<file path="src/sv/plti_pkg.sv">
// ----------------------------------------------------------------------------
// plti_pkg
// types and codes of the piecewise linear table interpolator
// ----------------------------------------------------------------------------
package plti_pkg;

    localparam logic CMD_WRITE = 1'b0;
    localparam logic CMD_QUERY = 1'b1;

    typedef enum logic [2:0] {
        ST_OK,
        ST_BELOW,
        ST_ABOVE,
        ST_NO_SEG,
        ST_EQUAL
    } status_t;

    typedef struct packed {
        logic               cmd;
        logic [5:0]         entry_index;
        logic signed [31:0] breakpoint;
        logic signed [31:0] entry_value;
        logic signed [31:0] query_x;
    } req_t;

    typedef struct packed {
        logic signed [31:0] result_value;
        status_t            status;
        logic [5:0]         segment_index;
    } rsp_t;

    typedef struct packed {
        logic signed [31:0] bp;
        logic signed [31:0] val;
    } entry_t;

    typedef struct packed {
        logic               start;
        logic signed [31:0] x;
        logic signed [31:0] bp;
        logic signed [31:0] bi;
        logic signed [31:0] vp;
        logic signed [31:0] vi;
    } interp_in_t;

    typedef struct packed {
        logic               done;
        logic signed [31:0] value;
    } interp_out_t;

endpackage

</file>
<file path="src/sv/plti_mem.sv">
// ----------------------------------------------------------------------------
// plti_mem
// table memory, one write port and one registered read port
// ----------------------------------------------------------------------------
module plti_mem #(
    parameter int DEPTH = 64,
    parameter int AW    = 6
) (
    input  logic                 clk,
    input  logic                 wr_en,
    input  logic [AW-1:0]        wr_addr,
    input  plti_pkg::entry_t     wr_data,
    input  logic                 rd_en,
    input  logic [AW-1:0]        rd_addr,
    output plti_pkg::entry_t     rd_data
);

    plti_pkg::entry_t mem [DEPTH];
    plti_pkg::entry_t rd_data_reg;

    always_ff @(posedge clk)
    begin
        if (wr_en)
        begin
            mem[wr_addr] <= wr_data;
        end
    end

    always_ff @(posedge clk)
    begin
        if (rd_en)
        begin
            rd_data_reg <= mem[rd_addr];
        end
    end

    assign rd_data = rd_data_reg;

endmodule

</file>
<file path="config.mk">
export PLATFORM = sky130hd
export DESIGN_NAME = plti_mem
export DESIGN_NICKNAME = d
export VERILOG_FILES = /design/src/sv/plti_pkg.sv /design/src/sv/plti_mem.sv
export SDC_FILE = /design/constraint.sdc
export NUM_CORES = 2
export LEC_CHECK = 0
export BUFFER_PORTS_ARGS = -buffer_cell sky130_fd_sc_hd__buf_2
export CORE_UTILIZATION = 40
export CTS_CLUSTER_DIAMETER = 60
export DETAILED_ROUTE_END_ITERATION = 6
export PLACE_DENSITY_LB_ADDON = 0.08
export SLEW_MARGIN = 5
export SYNTH_ARGS = -nofsm -noshare
export SYNTH_HDL_FRONTEND = slang
export SYNTH_SLANG_ARGS = --single-unit
</file>
<file path="constraint.sdc">
create_clock -name clk -period 23.5 [get_ports clk]
set_clock_uncertainty 0.15 [all_clocks]
set_input_delay 5.875 -clock clk [delete_from_list [all_inputs] [get_ports clk]]
set_output_delay 5.875 -clock clk [all_outputs]
set_load 0.005 [all_outputs]
</file>
==> metrics.sh <==
STATUS='completed'
AREA_GROWTH_PCT=14.1
TIMING.FINAL.CRIT_SHARE_PCT=44.1
FINAL-MAX-SLEW-VIOLATION-COUNT=0
ROUTABILITYCONGESTION=0.772
ROUTE.DETAILED.WL_PER_INST_UM=39.2
MAXCAPVIOLATIONS=0
SYNTH_FF_TYPE='edfxtp_1'
GRT_USE_MET2_PCT=40.9
SYNTH.LIB_CELLS_USED.DISTINCT=32
FINAL-HOLD-VIOLATION-COUNT=0
SYNTH_WARNINGS=0
LAYOUT.FILLER_CELLS=32396
GLOBAL_ROUTE.PEAK_USAGE_LAYER='met2'
ANTENNA_VIOLATING_NETS_POST_ROUTE=0
DIE-HEIGHT_UM=628
GRT_MET3_USAGE_PCT=3.42
WORSTSKEWPAIRLATENCY_NS=1.02
FINAL_COMMON_CELL='edfxtp_1'
LAYOUT_MIN_CYCLE_TIME_NS=10.36
SYNTH.YOSYS.SEQ_AREA_SHARE_PCT=79.6
FINISH.INSTANCE_AREA_UM2=179000
NUMPORTBUFFERS=142
REGAREA_UM2=125000
FINALHOLDWORSTSLACK_NS=0.752
ROUTED_VIA_DENSITY=6.04
CLK_PIN_SLEW_NS=0.06
WORST_HOLD_PATH_TYPE='flip-flop to flip-flop'
YS_ASYNC_SR_FRACTION_PCT=0
CELLPOWERDENSITY_nW_PER_UM2=88.7
CTS_HTREE_LEVELS=5
PATH_CLASS='primary input to flip-flop'
ROOT_CELL_OF_THE_CLOCK_TREE='clkbuf_16'
WIRE_LENGTH_OF_THE_FIRST_GLOBAL_ROUTING_PASS_UM=675000
DRC_VIOLATION_COUNT_AFTER_ROUTING=0
DETAILEDPLACEMENTHPWL_UM=262000
MAXCLOCKFREQUENCY_MHz=96.6
ROUTE.VIAS.TOTAL=76217
SYNTHCELLS=6598
FP.DIEAREA_UM2=395000
SETUP_TNS_AFTER_FINAL_LAYOUT_NS=0
GR-TOTAL-OVERFLOW=0
GRT_START_MAX_NET_PINS=121
CTS-HOLD-FIX-BUFFERS=0
SYNTHESIS.NETS=6677
CRITICAL_PATH.ENDPOINT_TYPE='flip-flop'
CTS.SINKS=4160
FIRST_PASS_ITERATION_COUNT_OF_THE_DETAILED_ROUTER=7
DIE_W_UM=628
CP_MAX_FO=82
YS_FF_LATCH=4160
CTS_MADE_BUFFERS=451
VDD.IR_DROP.WORST_uV=63.0
FP-ROW-COUNT=229
CELLLEAKAGEPOWER_nW=55.4
WORST_SLEW_PIN_TRAN_NS=1.35
CTS.REPAIR.RESIZED=0
GRT.MET1_USAGE_PCT=35.3
GRT_ANTENNA_BEFORE_REPAIR=42
INITIAL_CORE_UTILIZATION_PCT=40.3
REQUIRED_NS=24.09
SYNTH.AVG_CELL_AREA_UM2=23.8
FINAL_NET_COUNT=7124
FINALSETUPVIOLCOUNT=0
LARGEST_REGISTER_FFS=4096
TIMING.SLEW.HEADROOM_PCT=9.74
GRT_USE_TOTAL_PCT=24.9
SYNTH_AREA_UM2=157000
CP_DATA_ARRIVAL_TIME_NS=10.95
RSZ_0062_RAISED_AFTER_GLOBAL_ROUTING='false'
DETAIL_ROUTE.ITER0.VIOLATIONS=8733
COMMONEST_CELLS_AFTER_ROUTING_FILL_AND_TAPS_ASIDE='edfxtp_1 (4,160), mux4_2 (1,024), clkbuf_16 (458), buf_4 (217), a22oi_1 (168)'
CTS_TREE='yes'
POST_CTS_BUFFERS=0
DRIVE_ABOVE_1_SHARE_PCT=28.6
VIA_COUNT_OF_THE_FIRST_GLOBAL_ROUTING_PASS=77918
POSTROUTEWIRELENGTH_UM=494000
CRITPATHLAUNCHTYPE='primary input'
AREA_OF_THE_MULTI_INPUT_GATES_UM2=30800
SYNTH-EDFF-COUNT=4160
PLACED_INSTANCE_AREA_UM2=165000
IO_PINS=143
CORE_REGION_AREA_UM2=390000
CTS_BUFFER_DEPTH=4
path summary, 6_finish.rpt:
check / depth (start not counted) / endpoint / start / slack (ns)
worst max-delay path: 9 / rd_data[34] / rd_addr[1] / 13.14
worst min register to register: 4 / rd_data[44] / mem[55][44] / 0.75
worst min-delay path: 4 / rd_data[44] / mem[55][44] / 0.75
worst max register to register: 5 / rd_data[44] / mem[11][44] / 21.12
cell families (layout without fill, tap and decap cells):
family	after synthesis	count (layout)	share of synthesized area, %
buffers and inverters	389	1205	1.18
other	0	17	0
and+or+nand+nor	386	386	1.23
AOI/OAI and AO/OA	504	504	2.47
DFF	4160	4160	79.6
muxes	1159	1159	15.6
where the power goes:
group / internal [mW] / switching (mW) / total (mW)
registers: 8.24 / 0.0293 / 8.27
logic: 0.247 / 0.454 / 0.701
clock network: 3.95 / 2.96 / 6.92
metal layers:
| layer | routed length (µm) | vias to the layer above |
|---|---|---|
| met3 | 29000 | 633 |
| li1 | - | 29512 |
| met4 | 11800 | 10 |
| met5 | 46 | - |
| met2 | 241000 | 2784 |
| met1 | 212000 | 43278 |
per-stage QoR:
stage                     worst slack (ns)  cells  power (mW)  utilization [%]
after floorplan                      12.04   6598        8.79                -
after CTS                            12.94  12611        16.0             45.9
final                                13.14  12628        15.9             45.9
after global placement               11.93  11789        9.13             42.3
after detailed placement             11.86  11789        9.14             42.3
after global routing                 12.70  12613        16.3             45.9
cells in the mapped netlist, types with 18 or more instances:
master | n | area share [%]
buf_4 | 34 | 0.16
o221ai_1 | 38 | 0.21
or2_2 | 28 | 0.11
a211oi_1 | 63 | 0.30
a22oi_1 | 168 | 0.80
a41oi_1 | 26 | 0.15
inv_1 | 19 | 0.045
mux2i_1 | 135 | 0.86
a2bb2oi_1 | 19 | 0.11
a22o_1 | 88 | 0.49
edfxtp_1 | 4160 | 80
buf_1 | 20 | 0.048
nor2b_1 | 28 | 0.11
nor2_1 | 112 | 0.27
and3_1 | 64 | 0.26
buf_2 | 170 | 0.54
a31oi_1 | 18 | 0.072
nand3_1 | 45 | 0.14
nand2_1 | 58 | 0.14
mux4_2 | 1024 | 15
o22ai_1 | 83 | 0.33
clkbuf_1 | 140 | 0.33
or3_1 | 29 | 0.12
worst max-delay path, stage by stage:
cell      delay (ns)
buf_8           0.63
buf_4           0.66
buf_4           0.67
buf_4           0.91
buf_4           0.73
mux4_2          0.60
o221ai_1        0.27
o22ai_1         0.14
and3_1          0.17
cell type report:
cell class | count | area share (%)
Clock buffer | 558 | 6.61
Inverter | 19 | 0.0398
Sequential cell | 4160 | 69.7
Tap cell | 5197 | 3.63
Antenna cell | 17 | 0.0238
Clock inverter | 264 | 1.38
Multi-Input combinational cell | 2049 | 17.2
Timing Repair Buffer | 364 | 1.39
No activity file was read; power rests on OpenSTA's default activity.
