--- src/sv/plti_pkg.sv ---
// ----------------------------------------------------------------------------
// plti_pkg
// types and codes of the piecewise linear table interpolator
// ----------------------------------------------------------------------------
package plti_pkg;

    localparam logic CMD_WRITE = 1'b0;
    localparam logic CMD_QUERY = 1'b1;

    typedef enum logic [2:0] {
        ST_OK,
        ST_BELOW,
        ST_ABOVE,
        ST_NO_SEG,
        ST_EQUAL
    } status_t;

    typedef struct packed {
        logic               cmd;
        logic [5:0]         entry_index;
        logic signed [31:0] breakpoint;
        logic signed [31:0] entry_value;
        logic signed [31:0] query_x;
    } req_t;

    typedef struct packed {
        logic signed [31:0] result_value;
        status_t            status;
        logic [5:0]         segment_index;
    } rsp_t;

    typedef struct packed {
        logic signed [31:0] bp;
        logic signed [31:0] val;
    } entry_t;

    typedef struct packed {
        logic               start;
        logic signed [31:0] x;
        logic signed [31:0] bp;
        logic signed [31:0] bi;
        logic signed [31:0] vp;
        logic signed [31:0] vi;
    } interp_in_t;

    typedef struct packed {
        logic               done;
        logic signed [31:0] value;
    } interp_out_t;

endpackage

--- src/sv/plti_interp.sv ---
// ----------------------------------------------------------------------------
// plti_interp
// segment arithmetic: differences, magnitudes, product, serial divide, sum
// ----------------------------------------------------------------------------
module plti_interp (
    input  logic                  clk,
    input  logic                  rst_n,
    input  plti_pkg::interp_in_t  ctrl_in,
    output plti_pkg::interp_out_t ctrl_out
);

    localparam int DIV_STEPS = 34;
    localparam int STEP_W    = $clog2(DIV_STEPS);
    localparam logic [STEP_W-1:0] LAST_STEP = STEP_W'(DIV_STEPS - 1);
    localparam logic signed [31:0] SAT_MAX = 32'sh7fffffff;
    localparam logic signed [31:0] SAT_MIN = 32'sh80000000;

    typedef enum logic [2:0] {
        IDLE,
        ABS,
        MUL,
        INIT,
        DIV,
        SUM
    } state_t;

    state_t             state_reg;
    logic [STEP_W-1:0]  step_reg;
    logic               done_reg;
    logic signed [31:0] value_reg;

    logic [32:0]        dx_reg;
    logic [32:0]        dr_reg;
    logic [32:0]        d_reg;
    logic signed [31:0] vp_reg;
    logic [32:0]        a_mag_reg;
    logic [32:0]        b_mag_reg;
    logic [32:0]        d_mag_reg;
    logic               neg_reg;
    logic [65:0]        prod_reg;
    logic [32:0]        rem_reg;
    logic [33:0]        low_reg;
    logic [33:0]        q_reg;
    logic               big_reg;

    logic [33:0]        trial;
    logic [33:0]        trial_diff;
    logic               trial_ge;
    logic [34:0]        q_eff;
    logic [35:0]        vp_ext;
    logic [35:0]        sum;
    logic signed [31:0] sat;

    always_comb
    begin
        trial      = {rem_reg, low_reg[33]};
        trial_diff = trial - {1'b0, d_mag_reg};
        trial_ge   = trial >= {1'b0, d_mag_reg};
        q_eff      = big_reg ? {1'b1, 34'd0} : {1'b0, q_reg};
        vp_ext     = {{4{vp_reg[31]}}, vp_reg};
        sum        = neg_reg ? (vp_ext - {1'b0, q_eff}) : (vp_ext + {1'b0, q_eff});
        if (!sum[35] && (sum[34:31] != 4'b0000))
        begin
            sat = SAT_MAX;
        end
        else if (sum[35] && (sum[34:31] != 4'b1111))
        begin
            sat = SAT_MIN;
        end
        else
        begin
            sat = sum[31:0];
        end
    end

    always_ff @(posedge clk or negedge rst_n)
    begin
        if (!rst_n)
        begin
            state_reg <= IDLE;
            step_reg  <= '0;
            done_reg  <= 1'b0;
            value_reg <= '0;
        end
        else
        begin
            done_reg <= (state_reg == SUM);
            case (state_reg)
                IDLE:
                begin
                    if (ctrl_in.start)
                    begin
                        state_reg <= ABS;
                    end
                end
                ABS:
                begin
                    state_reg <= MUL;
                end
                MUL:
                begin
                    state_reg <= INIT;
                end
                INIT:
                begin
                    step_reg  <= '0;
                    state_reg <= DIV;
                end
                DIV:
                begin
                    step_reg <= step_reg + 1'b1;
                    if (step_reg == LAST_STEP)
                    begin
                        state_reg <= SUM;
                    end
                end
                SUM:
                begin
                    value_reg <= sat;
                    state_reg <= IDLE;
                end
                default:
                begin
                    state_reg <= IDLE;
                end
            endcase
        end
    end

    always_ff @(posedge clk)
    begin
        case (state_reg)
            IDLE:
            begin
                if (ctrl_in.start)
                begin
                    dx_reg <= {ctrl_in.x[31], ctrl_in.x} - {ctrl_in.bp[31], ctrl_in.bp};
                    dr_reg <= {ctrl_in.vi[31], ctrl_in.vi} - {ctrl_in.vp[31], ctrl_in.vp};
                    d_reg  <= {ctrl_in.bi[31], ctrl_in.bi} - {ctrl_in.bp[31], ctrl_in.bp};
                    vp_reg <= ctrl_in.vp;
                end
            end
            ABS:
            begin
                a_mag_reg <= dx_reg[32] ? (~dx_reg + 33'd1) : dx_reg;
                b_mag_reg <= dr_reg[32] ? (~dr_reg + 33'd1) : dr_reg;
                d_mag_reg <= d_reg[32] ? (~d_reg + 33'd1) : d_reg;
                neg_reg   <= dx_reg[32] ^ dr_reg[32] ^ d_reg[32];
            end
            MUL:
            begin
                prod_reg <= a_mag_reg * b_mag_reg;
            end
            INIT:
            begin
                // quotient of 2^34 or more always saturates
                big_reg <= {1'b0, prod_reg[65:34]} >= d_mag_reg;
                rem_reg <= {1'b0, prod_reg[65:34]};
                low_reg <= prod_reg[33:0];
                q_reg   <= '0;
            end
            DIV:
            begin
                rem_reg <= trial_ge ? trial_diff[32:0] : trial[32:0];
                low_reg <= {low_reg[32:0], 1'b0};
                q_reg   <= {q_reg[32:0], trial_ge};
            end
            default:
            begin
            end
        endcase
    end

    assign ctrl_out.done  = done_reg;
    assign ctrl_out.value = value_reg;

endmodule

--- config.mk ---
export PLATFORM = sky130hd
export DESIGN_NAME = plti_interp
export DESIGN_NICKNAME = d
export VERILOG_FILES = /design/src/sv/plti_pkg.sv /design/src/sv/plti_interp.sv
export SDC_FILE = /design/constraint.sdc
export NUM_CORES = 2
export LEC_CHECK = 0
export BUFFER_PORTS_ARGS = -buffer_cell sky130_fd_sc_hd__buf_2
export CAP_MARGIN = 20
export CORE_UTILIZATION = 45
export CTS_BUF_LIST = sky130_fd_sc_hd__clkbuf_16
export DETAILED_ROUTE_END_ITERATION = 6
export GPL_TIMING_DRIVEN = 0
export MAX_ROUTING_LAYER = met4
export PLACE_DENSITY = 0.68
export REMOVE_ABC_BUFFERS = 1
export SYNTH_ARGS = -nofsm -noshare
export SYNTH_HDL_FRONTEND = slang
export SYNTH_SLANG_ARGS = --single-unit
--- constraint.sdc ---
create_clock -name clk -period 23.3 [get_ports clk]
set_input_delay 4.66 -clock clk [delete_from_list [all_inputs] [get_ports clk]]
set_output_delay 4.66 -clock clk [all_outputs]
set_load 0.005 [all_outputs]
==> flow_metrics.py <==
metrics = {
    "status": {
        "status": "finished, final reports clean",
    },
    "yosys": {
        "synth_edf_count": 399,
        "synth_area_leader_cell": "fa_1",
        "yosys_warnings": 0,
        "ys_types": 84,
        "ys_seq_area_share_pct": 20.9,
        "synth_area_leaders": "fa_1 (31%), edfxtp_1 (19%), ha_1 (9.4%), inv_1 (7.3%), and2_1 (6.1%)",
        "postSynth.asyncResetShare_pct": 9.52,
        "synth.most_common_cell": "inv_1",
        "synth_area_per_cell_um2": 9.56,
        "syn_area_um2": 62300,
        "ys_ff_latch": 441,
        "syn_inst": 6514,
        "synth_top_area_share_pct": 31.0,
        "synth.top_cells.by_count": "inv_1 (1,207), fa_1 (963), nand2_1 (835), and2_1 (608), ha_1 (467)",
        "synth_ff_type": "edfxtp_1",
    },
    "sta": {
        "slew_headroom_pct": 22.4,
        "min_period_ns": 9.71,
        "tightest_slew_ns": 1.16,
        "setup-tns-final_ns": 0,
        "hold_viol_final": 0,
        "fin_crit_sh_pct": 41.7,
        "fin_skew_ns": 0.0315,
        "finalMaxSlewViolations": 0,
        "grt_setup_unrepaired": "false",
        "worst_hold_slack_ns": 0.497,
        "max_freq_mhz": 103,
        "finalSetupViolations": 0,
    },
    "global_routing": {
        "grt_pass1_wl_mm": 258,
        "grt_max_degree": 80,
        "antenna_found_initial": 1,
        "grtUsageTotal_pct": 23.7,
        "overflow": 0,
        "grt_pass1_vias": 48700,
    },
    "placement": {
        "port_buffers": 195,
        "place_inst": 8331,
        "dpl.hpwl_mm": 131,
        "routabilityCongestion": 0.927,
    },
    "critical_path": {
        "cp-start-kind": "flip-flop",
        "slowest_stage": "edfxtp_1",
        "crit_fanout": 19,
        "crit_start": "a_mag_reg[18]",
        "worst_path_largest_cell_delay_ns": 0.78,
        "crit_path_end_kind": "flip-flop",
        "rr_startpoint": "a_mag_reg[18]",
        "worstPathRequired_ns": 23.65,
        "r2r_cells": 28,
        "critPathKind": "reg2reg",
        "rr_endpoint": "prod_reg[59]",
        "cp.arrival_ns": 10.06,
        "worstSetupEndpoint": "prod_reg[59]",
        "cpMostUsedCell": "fa_1",
        "ff2ff_setup_slack_ns": 13.59,
    },
    "clock_tree": {
        "cts_hold_buf": 0,
        "cts_buffers": 48,
        "clkSinkCount": 441,
        "cts-root-buf": "clkbuf_16",
        "cts_resized": 0,
        "clock_latency_ns": 0.62,
        "cts_tree": "built",
        "path_clk_slew_ns": 0.06,
        "ctsHtreeMaxLevel": 2,
        "clock_path_buffers": 3,
        "post-cts-setup-buffer-count": 0,
    },
    "floorplanning": {
        "die_x_um": 374,
        "start_util_pct": 45.3,
        "core.rowCount": 136,
        "core_um2": 137000,
        "fp.dieH_um": 374,
        "pin_count": 196,
        "die_area_um2": 140000,
    },
    "route": {
        "first_iter_violations": 2815,
        "num_vias": 45700,
        "first_pass_iters": 5,
        "totalWireLength_mm": 158,
        "remaining_drc_errors": 0,
        "viasPerCell": 5.43,
        "final_antenna_net_count": 0,
        "wire_per_inst_um": 18.8,
    },
    "final_layout": {
        "fin_nets": 8187,
        "drive_gt1_share_pct": 6.46,
        "fin_cells": 8427,
        "largest_reg_flops": 66,
        "area_growth_pct": 10.1,
    },
    "worst_hold_path": {
        "min_from": "dx_reg[0]",
        "min_path_type": "reg2reg",
    },
    "run": {
        "maxCapViolCount": 0,
    },
}
## critical path: cells and delay by family, from the launching register on
family	cells	cell delay, ns
adders and majority gates	9	4.45
buffers and inverters	7	0.66
DFF	1	0.78
AOI/OAI and AO/OA	8	3.08
and+or+nand+nor	4	0.43
## worst min-delay path by stage
stage / to / slack [ns] / cells after the start
2_1_floorplan: a_mag_reg[0] / 0.43 / 0
3_3_place_gp: value_reg[31] / 0.48 / 1
3_5_place_dp: a_mag_reg[0] / 0.49 / 0
4_1_cts: a_mag_reg[0] / 0.50 / 0
5_1_grt: a_mag_reg[0] / 0.51 / 0
6_report: a_mag_reg[0] / 0.50 / 0
## layout by cell type, fill, tap and decap left out, types with 17 or more instances in the layout
master     netlist  layout
nor3_1          50      50
a221o_1         33      33
o21bai_1        36      36
mux2i_1         32      32
xor2_1          72      72
o21ai_0        167     166
inv_1         1207    1215
nand4_1         35      35
o211ai_1        19      19
a21o_1         133     133
clkbuf_16        0      48
o21a_1          32      32
and2_1         608     607
and3_1          31      31
nor2_1         146     146
buf_2            8     195
a21oi_1        231     231
edfxtp_1       399     399
buf_16           0      79
nor2b_1         49      48
buf_4            2      17
fa_1           963     963
nand3_1         65      65
a31oi_1         20      20
or3_1           30      30
nand2b_1        36      35
nand2_1        835     834
xnor2_1        241     241
dfrtp_1         42      42
o31ai_1         34      34
ha_1           467     467
## metrics by stage
stage               instance area (um^2)  utilization, %  setup slack (ns)
floorplan                          61200               -              4.50
global placement                   64400            46.9             -1.64
detailed placement                 66900            48.7             13.82
CTS                                68400            49.8             13.71
global route                       68600            49.9             13.27
finish                             68600            49.9             13.59
## logic make-up after synthesis
| group | synth area share (%) |
|---|---|
| buffers and inverters | 9.06 |
| adders and majority gates | 40.4 |
| and+or+nand+nor | 15.7 |
| DFF | 20.9 |
| muxes | 0.551 |
| xor gates and xnor gates | 4.40 |
| AOI/OAI and AO/OA | 8.97 |
## area by class of cell
cell class	instances	area (um^2)
antenna	3	7.51
clock buffer	48	1200
clock inverter	38	349
fill	12300	68800
inverter	1209	4540
multi-input combinational	4581	43600
sequential	441	13000
tap	1794	2240
timing repair buffer	313	3550
## metal layers
| metal | global-route usage [%] | vias to the layer above | share of wire (%) |
|---|---|---|---|
| met2 | 39.9 | 1499 | 49 |
| met3 | 2.95 | 326 | 6.2 |
| met5 | - | - | 0 |
| met1 | 29.2 | 23100 | 41 |
| met4 | 8.90 | 0 | 4.2 |
| li1 | - | 20800 | - |
Power is not shown: default switching activity piles up to over one toggle a cycle in this logic, so the estimate is an artifact.
